$ cat config.mk
export PLATFORM = sky130hd
export DESIGN_NAME = hid_pointer_coalescer
export DESIGN_NICKNAME = d
export VERILOG_FILES = /design/src/sv/hpc_pkg.sv /design/src/sv/hid_pointer_coalescer.sv
export SDC_FILE = /design/constraint.sdc
export NUM_CORES = 1
export LEC_CHECK = 0
export BUFFER_PORTS_ARGS = -buffer_cell sky130_fd_sc_hd__buf_2
export CELL_PAD_IN_SITES_DETAIL_PLACEMENT = 1
export CELL_PAD_IN_SITES_GLOBAL_PLACEMENT = 1
export CORE_ASPECT_RATIO = 1.25
export CORE_UTILIZATION = 40
export DETAILED_ROUTE_END_ITERATION = 12
export GPL_TIMING_DRIVEN = 1
export PLACE_DENSITY = 0.68
export SLEW_MARGIN = 20
export SYNTH_ARGS = -nofsm -noshare
export SYNTH_HDL_FRONTEND = slang
export SYNTH_SLANG_ARGS = --single-unit
$ cat constraint.sdc
create_clock -name clk -period 8.7 [get_ports clk]
set_clock_uncertainty 0.05 [all_clocks]
set_input_delay 2.61 -clock clk [delete_from_list [all_inputs] [get_ports clk]]
set_output_delay 2.61 -clock clk [all_outputs]
set_load 0.05 [all_outputs]
$ cat src/sv/hpc_pkg.sv
package hpc_pkg;

  // input field widths
  localparam int MODE_W   = 2;
  localparam int BTN_W    = 8;
  localparam int WHEEL_W  = 8;
  localparam int ABS_W    = 16;
  localparam int DELTA_W  = 16;
  localparam int MOD_W    = 8;
  localparam int KEYS_W   = 48;

  // output field widths
  localparam int KIND_W   = 2;
  localparam int MOVE_W   = 8;
  localparam int PTR_W    = 15;

  // default burst bound of one relative flush
  localparam int MAX_SEGMENTS_DEF = 32;

  // per-report clamp of a relative step and of the wheel sum
  localparam int SEG_LIM = 127;

  // event kinds
  localparam logic [MODE_W-1:0] MODE_ABS = 2'd0;
  localparam logic [MODE_W-1:0] MODE_REL = 2'd1;
  localparam logic [MODE_W-1:0] MODE_KEY = 2'd2;

  // report kinds
  localparam logic [KIND_W-1:0] KIND_KEY = 2'd0;
  localparam logic [KIND_W-1:0] KIND_REL = 2'd1;
  localparam logic [KIND_W-1:0] KIND_ABS = 2'd2;

  localparam logic signed [MOVE_W-1:0] MOVE_HI = 8'sd127;
  localparam logic signed [MOVE_W-1:0] MOVE_LO = -8'sd127;

endpackage

$ cat src/sv/hid_pointer_coalescer.sv
// HID report coalescer. Keyboard, absolute-pointer and relative-mouse events come in one word
// at a time; runs of pointer events of one kind are merged into a held accumulation (latest
// buttons and coordinates, saturating wheel and delta sums) and flushed as reports when the
// event queue runs empty, when the pointer kind changes, or ahead of a keyboard report. A
// relative flush sends up to MAX_SEGMENTS step reports clamped to +-127 per axis, then a
// wheel-only report if the wheel is nonzero, or a bare report if nothing moved. Events seen
// while the host is not mounted are dropped together with any held accumulation. in_stall is
// high from the accepting edge until the event is fully worked off. All arithmetic runs through
// one saturating adder under a small sequencer, one operand per cycle while out_stall does not
// hold a report step. Merging an event runs from the accept through dispatch and the load step
// to the wheel, x and y sums as needed; a relative flush runs through the flush start, then x and
// y per step report, then the wheel report; an absolute flush and a keyboard report each end in their own report step.
// Every report waits in a single output register; while out_stall holds that register full, the
// report steps wait.
module hid_pointer_coalescer #(
  parameter int MAX_SEGMENTS = hpc_pkg::MAX_SEGMENTS_DEF
) (
  input  logic                                clk,
  input  logic                                rst_n,

  // event channel
  input  logic                                in_valid,
  output logic                                in_stall,
  input  logic [hpc_pkg::MODE_W-1:0]          in_mode,
  input  logic [hpc_pkg::BTN_W-1:0]           in_buttons,
  input  logic signed [hpc_pkg::WHEEL_W-1:0]  in_wheel,
  input  logic [hpc_pkg::ABS_W-1:0]           in_abs_x,
  input  logic [hpc_pkg::ABS_W-1:0]           in_abs_y,
  input  logic signed [hpc_pkg::DELTA_W-1:0]  in_rel_dx,
  input  logic signed [hpc_pkg::DELTA_W-1:0]  in_rel_dy,
  input  logic [hpc_pkg::MOD_W-1:0]           in_key_modifier,
  input  logic [hpc_pkg::KEYS_W-1:0]          in_key_codes,
  input  logic                                in_queue_empty_after,
  input  logic                                in_host_mounted,

  // report channel
  output logic                                out_valid,
  input  logic                                out_stall,
  output logic [hpc_pkg::KIND_W-1:0]          out_report_kind,
  output logic [hpc_pkg::BTN_W-1:0]           out_buttons,
  output logic signed [hpc_pkg::MOVE_W-1:0]   out_move_x,
  output logic signed [hpc_pkg::MOVE_W-1:0]   out_move_y,
  output logic signed [hpc_pkg::WHEEL_W-1:0]  out_wheel,
  output logic [hpc_pkg::PTR_W-1:0]           out_pointer_x,
  output logic [hpc_pkg::PTR_W-1:0]           out_pointer_y,
  output logic [hpc_pkg::MOD_W-1:0]           out_modifier,
  output logic [hpc_pkg::KEYS_W-1:0]          out_key_codes,
  output logic                                out_last
);

  import hpc_pkg::*;

  // saturation bound of the delta sums and the widths that follow from it
  localparam int SUM_LIMIT = SEG_LIM * MAX_SEGMENTS;
  localparam int SUM_W     = $clog2(SUM_LIMIT + 1) + 1;
  localparam int ALU_W     = ((SUM_W > DELTA_W) ? SUM_W : DELTA_W) + 1;

  localparam logic signed [SUM_W-1:0] SEG_HI   = SUM_W'(SEG_LIM);
  localparam logic signed [SUM_W-1:0] SEG_LO   = -SEG_HI;
  localparam logic signed [ALU_W-1:0] LIM_SUM  = ALU_W'(SUM_LIMIT);
  localparam logic signed [ALU_W-1:0] LIM_WHL  = ALU_W'(SEG_LIM);

  typedef enum logic [3:0] {
    S_IDLE,
    S_DISPATCH,
    S_ACC,
    S_ACC_W,
    S_ACC_X,
    S_ACC_Y,
    S_FLUSH,
    S_FLR_X,
    S_FLR_Y,
    S_FLR_W,
    S_FLA,
    S_KEY
  } state_t;

  // what follows a flush
  typedef enum logic [1:0] {
    RET_DONE,
    RET_ACC,
    RET_KEY
  } ret_t;

  state_t state_r, state_nxt;
  ret_t   ret_r, ret_nxt;

  // captured event word
  logic [MODE_W-1:0]          ev_mode_r, ev_mode_nxt;
  logic [BTN_W-1:0]           ev_buttons_r, ev_buttons_nxt;
  logic signed [WHEEL_W-1:0]  ev_wheel_r, ev_wheel_nxt;
  logic [ABS_W-1:0]           ev_abs_x_r, ev_abs_x_nxt;
  logic [ABS_W-1:0]           ev_abs_y_r, ev_abs_y_nxt;
  logic signed [DELTA_W-1:0]  ev_dx_r, ev_dx_nxt;
  logic signed [DELTA_W-1:0]  ev_dy_r, ev_dy_nxt;
  logic [MOD_W-1:0]           ev_mod_r, ev_mod_nxt;
  logic [KEYS_W-1:0]          ev_keys_r, ev_keys_nxt;
  logic                       ev_qempty_r, ev_qempty_nxt;
  logic                       ev_mounted_r, ev_mounted_nxt;

  // held accumulation
  logic                       held_valid_r, held_valid_nxt;
  logic                       held_rel_r, held_rel_nxt;
  logic [BTN_W-1:0]           held_buttons_r, held_buttons_nxt;
  logic signed [WHEEL_W-1:0]  held_wheel_r, held_wheel_nxt;
  logic [ABS_W-1:0]           held_abs_x_r, held_abs_x_nxt;
  logic [ABS_W-1:0]           held_abs_y_r, held_abs_y_nxt;
  logic signed [SUM_W-1:0]    sum_dx_r, sum_dx_nxt;
  logic signed [SUM_W-1:0]    sum_dy_r, sum_dy_nxt;
  logic signed [MOVE_W-1:0]   seg_x_r, seg_x_nxt;

  // output register
  logic                       out_valid_r, out_valid_nxt;
  logic [KIND_W-1:0]          out_kind_r, out_kind_nxt;
  logic [BTN_W-1:0]           out_buttons_r, out_buttons_nxt;
  logic signed [MOVE_W-1:0]   out_move_x_r, out_move_x_nxt;
  logic signed [MOVE_W-1:0]   out_move_y_r, out_move_y_nxt;
  logic signed [WHEEL_W-1:0]  out_wheel_r, out_wheel_nxt;
  logic [PTR_W-1:0]           out_px_r, out_px_nxt;
  logic [PTR_W-1:0]           out_py_r, out_py_nxt;
  logic [MOD_W-1:0]           out_mod_r, out_mod_nxt;
  logic [KEYS_W-1:0]          out_keys_r, out_keys_nxt;
  logic                       out_last_r, out_last_nxt;

  // shared saturating adder
  logic signed [ALU_W-1:0]    alu_a, alu_b, alu_lim, alu_sum, alu_res;

  // per-axis step clamp, shared by both axes of the segment loop
  logic signed [SUM_W-1:0]    axis;
  logic signed [MOVE_W-1:0]   seg_step;

  logic                       out_free;
  logic                       ev_rel;
  logic                       flush_last;
  logic                       flush_done;
  logic                       acc_done;
  logic [PTR_W-1:0]           clamp_px, clamp_py;

  assign in_stall = (state_r != S_IDLE);
  assign out_free = !out_valid_r || !out_stall;
  assign ev_rel   = (ev_mode_r == MODE_REL);

  // last report of a flush ends the event unless a key report follows, or a load follows that
  // is followed by a queue-empty flush; that flush always emits again
  assign flush_last = (ret_r == RET_DONE) || ((ret_r == RET_ACC) && !ev_qempty_r);

  assign clamp_px = held_abs_x_r[ABS_W-1] ? '1 : held_abs_x_r[PTR_W-1:0];
  assign clamp_py = held_abs_y_r[ABS_W-1] ? '1 : held_abs_y_r[PTR_W-1:0];

  assign axis = (state_r == S_FLR_Y) ? sum_dy_r : sum_dx_r;
  assign seg_step = (axis > SEG_HI) ? MOVE_HI :
                    (axis < SEG_LO) ? MOVE_LO : axis[MOVE_W-1:0];

  // operand selection for the adder
  always_comb begin
    alu_a   = '0;
    alu_b   = '0;
    alu_lim = LIM_SUM;
    case (state_r)
      S_ACC_W: begin
        alu_a   = ALU_W'(held_wheel_r);
        alu_b   = ALU_W'(ev_wheel_r);
        alu_lim = LIM_WHL;
      end
      S_ACC_X: begin
        alu_a = ALU_W'(sum_dx_r);
        alu_b = ALU_W'(ev_dx_r);
      end
      S_ACC_Y: begin
        alu_a = ALU_W'(sum_dy_r);
        alu_b = ALU_W'(ev_dy_r);
      end
      S_FLR_X, S_FLR_Y: begin
        // take one clamped step off the axis
        alu_a = ALU_W'(axis);
        alu_b = -(ALU_W'(seg_step));
      end
      default: begin
        alu_a = '0;
      end
    endcase
  end

  assign alu_sum = alu_a + alu_b;
  assign alu_res = (alu_sum > alu_lim)  ? alu_lim :
                   (alu_sum < -alu_lim) ? -alu_lim : alu_sum;

  // sequencer
  always_comb begin
    state_nxt        = state_r;
    ret_nxt          = ret_r;
    ev_mode_nxt      = ev_mode_r;
    ev_buttons_nxt   = ev_buttons_r;
    ev_wheel_nxt     = ev_wheel_r;
    ev_abs_x_nxt     = ev_abs_x_r;
    ev_abs_y_nxt     = ev_abs_y_r;
    ev_dx_nxt        = ev_dx_r;
    ev_dy_nxt        = ev_dy_r;
    ev_mod_nxt       = ev_mod_r;
    ev_keys_nxt      = ev_keys_r;
    ev_qempty_nxt    = ev_qempty_r;
    ev_mounted_nxt   = ev_mounted_r;
    held_valid_nxt   = held_valid_r;
    held_rel_nxt     = held_rel_r;
    held_buttons_nxt = held_buttons_r;
    held_wheel_nxt   = held_wheel_r;
    held_abs_x_nxt   = held_abs_x_r;
    held_abs_y_nxt   = held_abs_y_r;
    sum_dx_nxt       = sum_dx_r;
    sum_dy_nxt       = sum_dy_r;
    seg_x_nxt        = seg_x_r;

    out_valid_nxt    = out_valid_r && out_stall;
    out_kind_nxt     = out_kind_r;
    out_buttons_nxt  = out_buttons_r;
    out_move_x_nxt   = out_move_x_r;
    out_move_y_nxt   = out_move_y_r;
    out_wheel_nxt    = out_wheel_r;
    out_px_nxt       = out_px_r;
    out_py_nxt       = out_py_r;
    out_mod_nxt      = out_mod_r;
    out_keys_nxt     = out_keys_r;
    out_last_nxt     = out_last_r;

    flush_done = 1'b0;
    acc_done   = 1'b0;

    case (state_r)
      S_IDLE: begin
        if (in_valid) begin
          ev_mode_nxt    = in_mode;
          ev_buttons_nxt = in_buttons;
          ev_wheel_nxt   = in_wheel;
          ev_abs_x_nxt   = in_abs_x;
          ev_abs_y_nxt   = in_abs_y;
          ev_dx_nxt      = in_rel_dx;
          ev_dy_nxt      = in_rel_dy;
          ev_mod_nxt     = in_key_modifier;
          ev_keys_nxt    = in_key_codes;
          ev_qempty_nxt  = in_queue_empty_after;
          ev_mounted_nxt = in_host_mounted;
          state_nxt      = S_DISPATCH;
        end
      end

      S_DISPATCH: begin
        if (!ev_mounted_r) begin
          // unmounted host: drop the word and anything held
          held_valid_nxt = 1'b0;
          state_nxt      = S_IDLE;
        end else begin
          case (ev_mode_r)
            MODE_KEY: begin
              if (held_valid_r) begin
                ret_nxt   = RET_KEY;
                state_nxt = S_FLUSH;
              end else begin
                state_nxt = S_KEY;
              end
            end
            MODE_ABS, MODE_REL: begin
              if (held_valid_r && (held_rel_r != ev_rel)) begin
                ret_nxt   = RET_ACC;
                state_nxt = S_FLUSH;
              end else begin
                state_nxt = S_ACC;
              end
            end
            default: begin
              // unused kind: ignored, state untouched
              state_nxt = S_IDLE;
            end
          endcase
        end
      end

      S_ACC: begin
        held_buttons_nxt = ev_buttons_r;
        if (!held_valid_r || !ev_rel) begin
          held_abs_x_nxt = ev_abs_x_r;
          held_abs_y_nxt = ev_abs_y_r;
        end
        if (!held_valid_r) begin
          // fresh load: wheel taken raw, deltas go through the saturating adder
          held_valid_nxt = 1'b1;
          held_rel_nxt   = ev_rel;
          held_wheel_nxt = ev_wheel_r;
          sum_dx_nxt     = '0;
          sum_dy_nxt     = '0;
          if (ev_rel) begin
            state_nxt = S_ACC_X;
          end else begin
            acc_done = 1'b1;
          end
        end else begin
          state_nxt = S_ACC_W;
        end
      end

      S_ACC_W: begin
        held_wheel_nxt = alu_res[WHEEL_W-1:0];
        if (held_rel_r) begin
          state_nxt = S_ACC_X;
        end else begin
          acc_done = 1'b1;
        end
      end

      S_ACC_X: begin
        sum_dx_nxt = alu_res[SUM_W-1:0];
        state_nxt  = S_ACC_Y;
      end

      S_ACC_Y: begin
        sum_dy_nxt = alu_res[SUM_W-1:0];
        acc_done   = 1'b1;
      end

      S_FLUSH: begin
        state_nxt = held_rel_r ? S_FLR_X : S_FLA;
      end

      S_FLR_X: begin
        if ((sum_dx_r == '0) && (sum_dy_r == '0)) begin
          // no motion at all: wheel-only or bare report
          state_nxt = S_FLR_W;
        end else begin
          seg_x_nxt  = seg_step;
          sum_dx_nxt = alu_res[SUM_W-1:0];
          state_nxt  = S_FLR_Y;
        end
      end

      S_FLR_Y: begin
        if (out_free) begin
          sum_dy_nxt      = alu_res[SUM_W-1:0];
          out_valid_nxt   = 1'b1;
          out_kind_nxt    = KIND_REL;
          out_buttons_nxt = held_buttons_r;
          out_move_x_nxt  = seg_x_r;
          out_move_y_nxt  = seg_step;
          out_wheel_nxt   = '0;
          out_px_nxt      = '0;
          out_py_nxt      = '0;
          out_mod_nxt     = '0;
          out_keys_nxt    = '0;
          out_last_nxt    = (sum_dx_r == '0) && (alu_res == '0) &&
                            (held_wheel_r == '0) && flush_last;
          if ((sum_dx_r != '0) || (alu_res != '0)) begin
            state_nxt = S_FLR_X;
          end else if (held_wheel_r != '0) begin
            state_nxt = S_FLR_W;
          end else begin
            flush_done = 1'b1;
          end
        end
      end

      S_FLR_W: begin
        if (out_free) begin
          out_valid_nxt   = 1'b1;
          out_kind_nxt    = KIND_REL;
          out_buttons_nxt = held_buttons_r;
          out_move_x_nxt  = '0;
          out_move_y_nxt  = '0;
          out_wheel_nxt   = held_wheel_r;
          out_px_nxt      = '0;
          out_py_nxt      = '0;
          out_mod_nxt     = '0;
          out_keys_nxt    = '0;
          out_last_nxt    = flush_last;
          flush_done      = 1'b1;
        end
      end

      S_FLA: begin
        if (out_free) begin
          out_valid_nxt   = 1'b1;
          out_kind_nxt    = KIND_ABS;
          out_buttons_nxt = held_buttons_r;
          out_move_x_nxt  = '0;
          out_move_y_nxt  = '0;
          out_wheel_nxt   = held_wheel_r;
          out_px_nxt      = clamp_px;
          out_py_nxt      = clamp_py;
          out_mod_nxt     = '0;
          out_keys_nxt    = '0;
          out_last_nxt    = flush_last;
          flush_done      = 1'b1;
        end
      end

      S_KEY: begin
        if (out_free) begin
          out_valid_nxt   = 1'b1;
          out_kind_nxt    = KIND_KEY;
          out_buttons_nxt = '0;
          out_move_x_nxt  = '0;
          out_move_y_nxt  = '0;
          out_wheel_nxt   = '0;
          out_px_nxt      = '0;
          out_py_nxt      = '0;
          out_mod_nxt     = ev_mod_r;
          out_keys_nxt    = ev_keys_r;
          out_last_nxt    = 1'b1;
          state_nxt       = S_IDLE;
        end
      end

      default: begin
        state_nxt = S_IDLE;
      end
    endcase

    // accumulation finished: flush now if the queue ran empty
    if (acc_done) begin
      ret_nxt   = RET_DONE;
      state_nxt = ev_qempty_r ? S_FLUSH : S_IDLE;
    end

    if (flush_done) begin
      held_valid_nxt = 1'b0;
      case (ret_r)
        RET_KEY: state_nxt = S_KEY;
        RET_ACC: state_nxt = S_ACC;
        default: state_nxt = S_IDLE;
      endcase
    end
  end

  always_ff @(posedge clk) begin
    if (!rst_n) begin
      state_r      <= S_IDLE;
      ret_r        <= RET_DONE;
      held_valid_r <= 1'b0;
      held_rel_r   <= 1'b0;
      out_valid_r  <= 1'b0;
    end else begin
      state_r      <= state_nxt;
      ret_r        <= ret_nxt;
      held_valid_r <= held_valid_nxt;
      held_rel_r   <= held_rel_nxt;
      out_valid_r  <= out_valid_nxt;
    end
    ev_mode_r      <= ev_mode_nxt;
    ev_buttons_r   <= ev_buttons_nxt;
    ev_wheel_r     <= ev_wheel_nxt;
    ev_abs_x_r     <= ev_abs_x_nxt;
    ev_abs_y_r     <= ev_abs_y_nxt;
    ev_dx_r        <= ev_dx_nxt;
    ev_dy_r        <= ev_dy_nxt;
    ev_mod_r       <= ev_mod_nxt;
    ev_keys_r      <= ev_keys_nxt;
    ev_qempty_r    <= ev_qempty_nxt;
    ev_mounted_r   <= ev_mounted_nxt;
    held_buttons_r <= held_buttons_nxt;
    held_wheel_r   <= held_wheel_nxt;
    held_abs_x_r   <= held_abs_x_nxt;
    held_abs_y_r   <= held_abs_y_nxt;
    sum_dx_r       <= sum_dx_nxt;
    sum_dy_r       <= sum_dy_nxt;
    seg_x_r        <= seg_x_nxt;
    out_kind_r     <= out_kind_nxt;
    out_buttons_r  <= out_buttons_nxt;
    out_move_x_r   <= out_move_x_nxt;
    out_move_y_r   <= out_move_y_nxt;
    out_wheel_r    <= out_wheel_nxt;
    out_px_r       <= out_px_nxt;
    out_py_r       <= out_py_nxt;
    out_mod_r      <= out_mod_nxt;
    out_keys_r     <= out_keys_nxt;
    out_last_r     <= out_last_nxt;
  end

  assign out_valid       = out_valid_r;
  assign out_report_kind = out_kind_r;
  assign out_buttons     = out_buttons_r;
  assign out_move_x      = out_move_x_r;
  assign out_move_y      = out_move_y_r;
  assign out_wheel       = out_wheel_r;
  assign out_pointer_x   = out_px_r;
  assign out_pointer_y   = out_py_r;
  assign out_modifier    = out_mod_r;
  assign out_key_codes   = out_keys_r;
  assign out_last        = out_last_r;

endmodule
* Word level (Yosys, flattened, before mapping) *
Cells that the tools add are included.

cells by class
  add/subtract/negate cells = 3
  magnitude comparators = 4
  eq/ne operators = 37
  muxes and demuxes = 79
  bitwise gates (word level) = 3
  reductions and logical operators = 66

operators with widths
  operator                                                                count
  17-bit one-hot mux with 4 select lines                                  2
  48-bit 2-to-1 mux                                                       2
  48-bit one-hot mux with 2 select lines                                  1
  8-bit one-hot mux with 2 select lines                                   6
  13-bit one-hot mux with 3 select lines                                  2
  15-bit 2-to-1 mux                                                       5
  8-bit 2-to-1 mux                                                        9
  15-bit one-hot mux with 2 select lines                                  2
  13-bit 2-to-1 mux                                                       4
  4-bit 2-to-1 mux                                                        13
  4-bit one-hot mux with 10 select lines                                  1
  17-bit 2-to-1 mux                                                       2
  13-bit logical NOT                                                      2
  3-bit AND reduction                                                     6
  17-bit adder                                                            1
  17-bit > comparator                                                     1
  17-bit logical NOT                                                      1
  17-bit < comparator                                                     1
  17-bit negator                                                          1
  8-bit negator with 17-bit output                                        1
  17-bit nonzero test                                                     1
  4-bit by 3-bit equality test with 1-bit output (second input constant)  4
  4-bit equality test (second input constant)                             4
  2-bit inequality test (second input constant)                           8
  other kinds (40)                                                        112

storage, ports and cells
  register bits = 352
  input port bits = 144
  output and inout port bits = 123

* Depth between registers and ports, before layout *
  depth after elaboration = 18
  gate-level depth with buffers = 31
  gate-level depth less buffers = 29

* Worst setup path before layout *
Ideal clock, no wire load.

  path type = input to register
  start = in in_valid
  end = reg ev_abs_x_r[0] (enable)
  setup time = 0.517 ns
  arrival time = 5.861 ns
  setup slack = 2.272 ns
  cell stages on the path = 1
  buffers on the path = 0
  cell sequence = and3_1

between the ends
  cells in the longest elaborated chain, start to end = 1

ends and longest elaborated chain
  item                                  line                          RTL
  start: declaration                    hid_pointer_coalescer.sv:22   input logic in_valid,
  2-bit AND reduction (no source line)  -
  end signal: assignment                hid_pointer_coalescer.sv:448  ev_abs_x_r <= ev_abs_x_nxt;
  end: declaration                      hid_pointer_coalescer.sv:92   logic [ABS_W-1:0] ev_abs_x_r, ev_abs_x_nxt;

Every way passes these cells.
A chain may end at the register's enable or synchronous reset.

* Final worst setup path *
  start = reg state_r[1]
  end = reg state_r[0]

between the ends
  cells in the longest elaborated chain, start to end = 18
  elaborated cells on any way between the ends = 49
  those cells by class = add/sub (3); order compare (4); eq/ne (18); mux (17); reduce/logical (7)

ends and longest elaborated chain
  item                                                                                                    line                          RTL
  start: declaration                                                                                      hid_pointer_coalescer.sv:85   state_t state_r, state_nxt;
  start signal: assignment                                                                                hid_pointer_coalescer.sv:439  state_r <= state_nxt;
  4-bit equality test (*)                                                                                 hid_pointer_coalescer.sv:150  assign axis = (state_r == S_FLR_Y) ? sum_dy_r : sum_dx_r;
  13-bit 2-to-1 mux (*)                                                                                   hid_pointer_coalescer.sv:150
  13-bit by 8-bit < comparator with 1-bit output                                                          hid_pointer_coalescer.sv:152  (axis < SEG_LO) ? MOVE_LO : axis[MOVE_W-1:0];
  8-bit 2-to-1 mux                                                                                        hid_pointer_coalescer.sv:152
  8-bit 2-to-1 mux (*)                                                                                    hid_pointer_coalescer.sv:151  assign seg_step = (axis > SEG_HI) ? MOVE_HI :
  via seg_step[7]                                                                                         hid_pointer_coalescer.sv:130  logic signed [MOVE_W-1:0] seg_step;
  8-bit negator with 17-bit output (*)                                                                    hid_pointer_coalescer.sv:176  alu_b = -(ALU_W'(seg_step));
  17-bit one-hot mux with 4 select lines (*)                                                              hid_pointer_coalescer.sv:159  case (state_r)
  [... 3 more ...]                                                                                        -
  17-bit 2-to-1 mux (*)                                                                                   hid_pointer_coalescer.sv:185  assign alu_res = (alu_sum > alu_lim) ? alu_lim :
  17-bit nonzero test (*)                                                                                 hid_pointer_coalescer.sv:349  if ((sum_dx_r != '0) || (alu_res != '0)) begin
  1-bit logical OR (*)                                                                                    hid_pointer_coalescer.sv:349
  1-bit 2-to-1 mux / 4-bit 2-to-1 mux (equally long branches)                                             hid_pointer_coalescer.sv:349
  1-bit 2-to-1 mux / 4-bit 2-to-1 mux (equally long branches)                                             hid_pointer_coalescer.sv:335  if (out_free) begin
  1-bit one-hot mux with 2 select lines / 4-bit one-hot mux with 10 select lines (equally long branches)  hid_pointer_coalescer.sv:228  case (state_r)
  5-bit by 3-bit inequality test with 1-bit output (no source line), or another cell as far along         -
  7-bit AND reduction (no source line) / 4-bit 2-to-1 mux (equally long branches)                         -

The timed path passes the listed nets; every way through them passes the cells marked *. The select of a mux whose other input is x is not followed.

==> flow_summary.json <==
{
  "status": "complete, no violations",
  "path_max_fanout": 22,
  "dieArea_um2": 38190,
  "fin_crit_ns": 7.460,
  "syn2layout_area_growth_pct": 20.61,
  "critPathLaunch": "state_r[1]",
  "grt_max_degree": 77,
  "ys.flop_type": "edfxtp_1",
  "p_leak_uw": 0.006999,
  "n_fill_cell": 3779,
  "critPathKind": "reg -> reg",
  "r2r_start": "state_r[1]",
  "cts_tree": "done",
  "tightest_slew_ns": 1.025,
  "holdPathStages": 0,
  "grt_usage_pct": 21.50,
  "ant_nets": 0,
  "first_iter_violations": 668,
  "clockBufferDepth": 3,
  "rsz0062_at_grt": "no",
  "post-place-ws_ns": 1.340,
  "maxSlewHeadroom_pct": 31.26,
  "dp.cells": 1815,
  "place.port_buffers": 266,
  "worstHoldStart": "ev_abs_x_r[0]",
  "power_uw": 6835,
  "nNetsFinal": 1558,
  "grt_pass1_wl_mm": 61.62,
  "synth_warnings": 0,
  "min_path_type": "reg -> reg",
  "fmax_ghz": 0.1341,
  "cts_resized": 0,
  "period_share_pct": 85.74,
  "initial_utilization_pct": 40.89,
  "grt_remaining_overflow": 0,
  "fin_ws_ns": 1.240,
  "dpl.hpwl_mm": 31.27,
  "grt_pass1_vias": 10356,
  "finalSetupViolCount": 0,
  "required_ns": 9.08,
  "syn-num-nets": 1271,
  "fp.dieW_um": 175.0,
  "mappedNetlistArea_um2": 14960,
  "synth_edf_count": 343,
  "post_cts_buffers": 0,
  "antenna_found_initial": 3,
  "cts_made_buffers": 36,
  "synth-seq-cells": 352,
  "gr-usage-met2_pct": 39.11,
  "vias": 9939,
  "rr_worst_depth": 23,
  "holdPathEnd": "held_abs_x_r[0]",
  "ys_types": 85,
  "setup_tns_ns": 0,
  "r2r_slack_ns": 1.24,
  "powerDensity_nw_per_um2": 378.7,
  "ir_drop_mv": 0.3316,
  "use_met1_pct": 24.30,
  "clkSinkCount": 352,
  "drv_cap": 0,
  "dr.pass1.iters": 5,
  "finalWirelength_mm": 41.89,
  "hold_viol": 0,
  "h-tree-depth": 2,
  "pin_count": 267,
  "critPathArrivalTime_ns": 7.84,
  "path_clk_slew_ns": 0.06,
  "fin_cells": 1885,
  "grt.met3_usage_pct": 3.636,
  "final-max-slew-violation-count": 0,
  "place_congestion": 0.9083,
  "insertion_delay_ns": 0.54,
  "synth-async-reset-ratio_pct": 0,
  "rows": 78,
  "wl_per_cell_um": 22.22,
  "grt_busiest_layer": "met2",
  "drc": 0,
  "drive_gt1_share_pct": 26.60,
  "final_core_util_pct": 49.31,
  "syn_area_per_cell_um2": 13.75,
  "seq_area_frac_synth_pct": 70.04,
  "cts_hold_buf": 0,
  "r2r_end": "state_r[0]",
  "worstSetupEndpointType": "flip-flop",
  "synthCells": 1088,
  "via_per_inst": 5.273,
  "cp-start-kind": "flip-flop",
  "die_h_um": 218.2,
  "cts-root-buf": "clkbuf_16",
  "fp.coreArea_um2": 36600
}
-- power breakdown --
part           total, uW  switching (uW)  internal (uW)
clock               1440             644            800
sequential          2780             233           2540
combinational       2610            1910            707
-- per-layer routing --
| layer | up-vias | routed length (um) |
|---|---|---|
| met1 | 4897 | 15940 |
| met5 | - | 0 |
| met3 | 78 | 2080 |
| met4 | 0 | 1792 |
| met2 | 317 | 22090 |
| li1 | 4647 | - |
-- flip-flops by register name (all words and copies together) (netlist names), 13 cells and up --
register and flops:
ev_abs_y_r 16, held_abs_x_r 16, ev_keys_r 48, out_pointer_y 15, out_key_codes 48, held_abs_y_r 16
ev_dx_r 16, sum_dx_r 13, out_pointer_x 15, sum_dy_r 13, ev_abs_x_r 16, ev_dy_r 16
-- cell families (layout without fill, tap and decap cells) --
logic type	after synthesis	count (layout)	synth area share, %
buffers and inverters	82	396	2.191
AND/OR/NAND/NOR	410	410	13.76
adder cells (fa/ha/maj)	40	40	3.378
XOR/XNOR	11	11	0.9701
AO/OA/AOI/OAI	187	187	9.257
multiplexers	6	6	0.4014
flip-flops	352	352	70.04
other	0	3	0
-- synth_stat cells (3+ instances only) --
cell type,n,share of area [%]
a21o_1,10,0.50
inv_1,40,1.0
a221o_1,9,0.60
a211o_1,5,0.29
a222oi_1,7,0.47
o211ai_1,6,0.30
a21oi_2,3,0.18
a22oi_1,14,0.70
dfxtp_1,9,1.2
nand3_1,15,0.50
o22a_1,3,0.18
a21oi_1,37,1.2
xor2_1,4,0.23
edfxtp_1,343,69
nand2_1,80,2.0
a211oi_1,6,0.30
ha_1,38,3.2
nand4_1,7,0.29
inv_2,5,0.13
o21ai_0,22,0.74
or2_2,3,0.13
nor3_1,19,0.64
nand2b_1,7,0.29
nor2b_1,23,0.96
xnor2_2,3,0.33
a32o_1,3,0.20
o31ai_1,3,0.15
nor4_1,7,0.29
o22ai_1,6,0.25
buf_2,10,0.33
nor2_1,138,3.5
o21a_1,5,0.25
and4_1,4,0.23
or3_1,7,0.29
o21ai_1,9,0.30
and2_1,63,2.6
a31oi_1,6,0.25
and3_1,18,0.75
clkbuf_1,24,0.60
mux2i_1,6,0.40
-- placed cells by master (no fill, tap or decap), drive strengths merged, types with 4 or more instances in the layout --
cell,synthesis,routed
mux2i,6,6
xnor2,6,6
nand2,81,81
and4,4,4
o211ai,6,6
or2,5,5
or3,7,7
edfxtp,343,343
a211oi,8,8
clkinv,0,16
a21oi,40,40
o31ai,4,4
nor3,19,19
a222oi,7,7
clkbuf,24,45
a22oi,14,14
o21a,6,6
nand4,7,7
a21o,10,10
nor4,8,8
buf,13,286
nor2b,23,23
o21ai,31,31
a211o,5,5
ha,38,38
inv,45,46
nor2,140,140
and3,18,18
o22ai,6,6
xor2,5,5
dfxtp,9,9
nand3,16,16
a31oi,6,6
and2,63,63
a221o,9,9
nand2b,7,7
-- how the worst max path moves through the flow --
| stage | to | slack [ns] | cells past startpoint |
|---|---|---|---|
| finish | state_r[0] | 1.24 | 23 |
| global route | state_r[0] | 0.70 | 26 |
| CTS | state_r[0] | 1.31 | 23 |
| detailed placement | state_r[0] | 1.34 | 23 |
| global placement | state_r[0] | 1.64 | 27 |
| floorplan | ev_abs_x_r[0] | 2.27 | 1 |
-- metrics by stage --
stage / hold slack [ns] / instance area, um2
after CTS: 0.3694 / 17980
after floorplan: 0.3503 / 14960
after global routing: 0.3710 / 18050
after detailed placement: 0.3556 / 16900
after global placement: 0.3507 / 16900
final: 0.3686 / 18050
-- critical path, cell delays in order (launching register included) --
cell and delay, ns:
dfxtp_1 0.56, or4b_4 0.76, a21oi_2 0.34, inv_2 0.07, and3_1 0.24, a31o_2 0.27
ha_1 0.23, nand3b_1 0.17, o22ai_1 0.09, a22oi_1 0.21, o21ai_1 0.09, ha_1 0.44
a21oi_1 0.45, a21oi_1 0.17, a311oi_1 0.76, ha_1 0.41, nor4_1 0.31, and4_1 0.24
and4_1 0.19, o32a_1 0.18, nand3_2 0.16, nor4_4 0.51, nand4_1 0.15, a32o_1 0.27
-- layout make-up --
cell class / count / area [um2] / share of cell area [%]
inverters: 45 / 168.9 / 0.9359
well taps: 480 / 600.6 / 3.328
clock buffers: 45 / 934.6 / 5.179
diodes: 3 / 7.507 / 0.04160
multi-input cells: 654 / 4187 / 23.20
flip-flops and latches: 352 / 10480 / 58.07
clock inverters: 20 / 147.6 / 0.8181
repair buffers: 286 / 1521 / 8.430
Power figures use the tool's default switching activity.
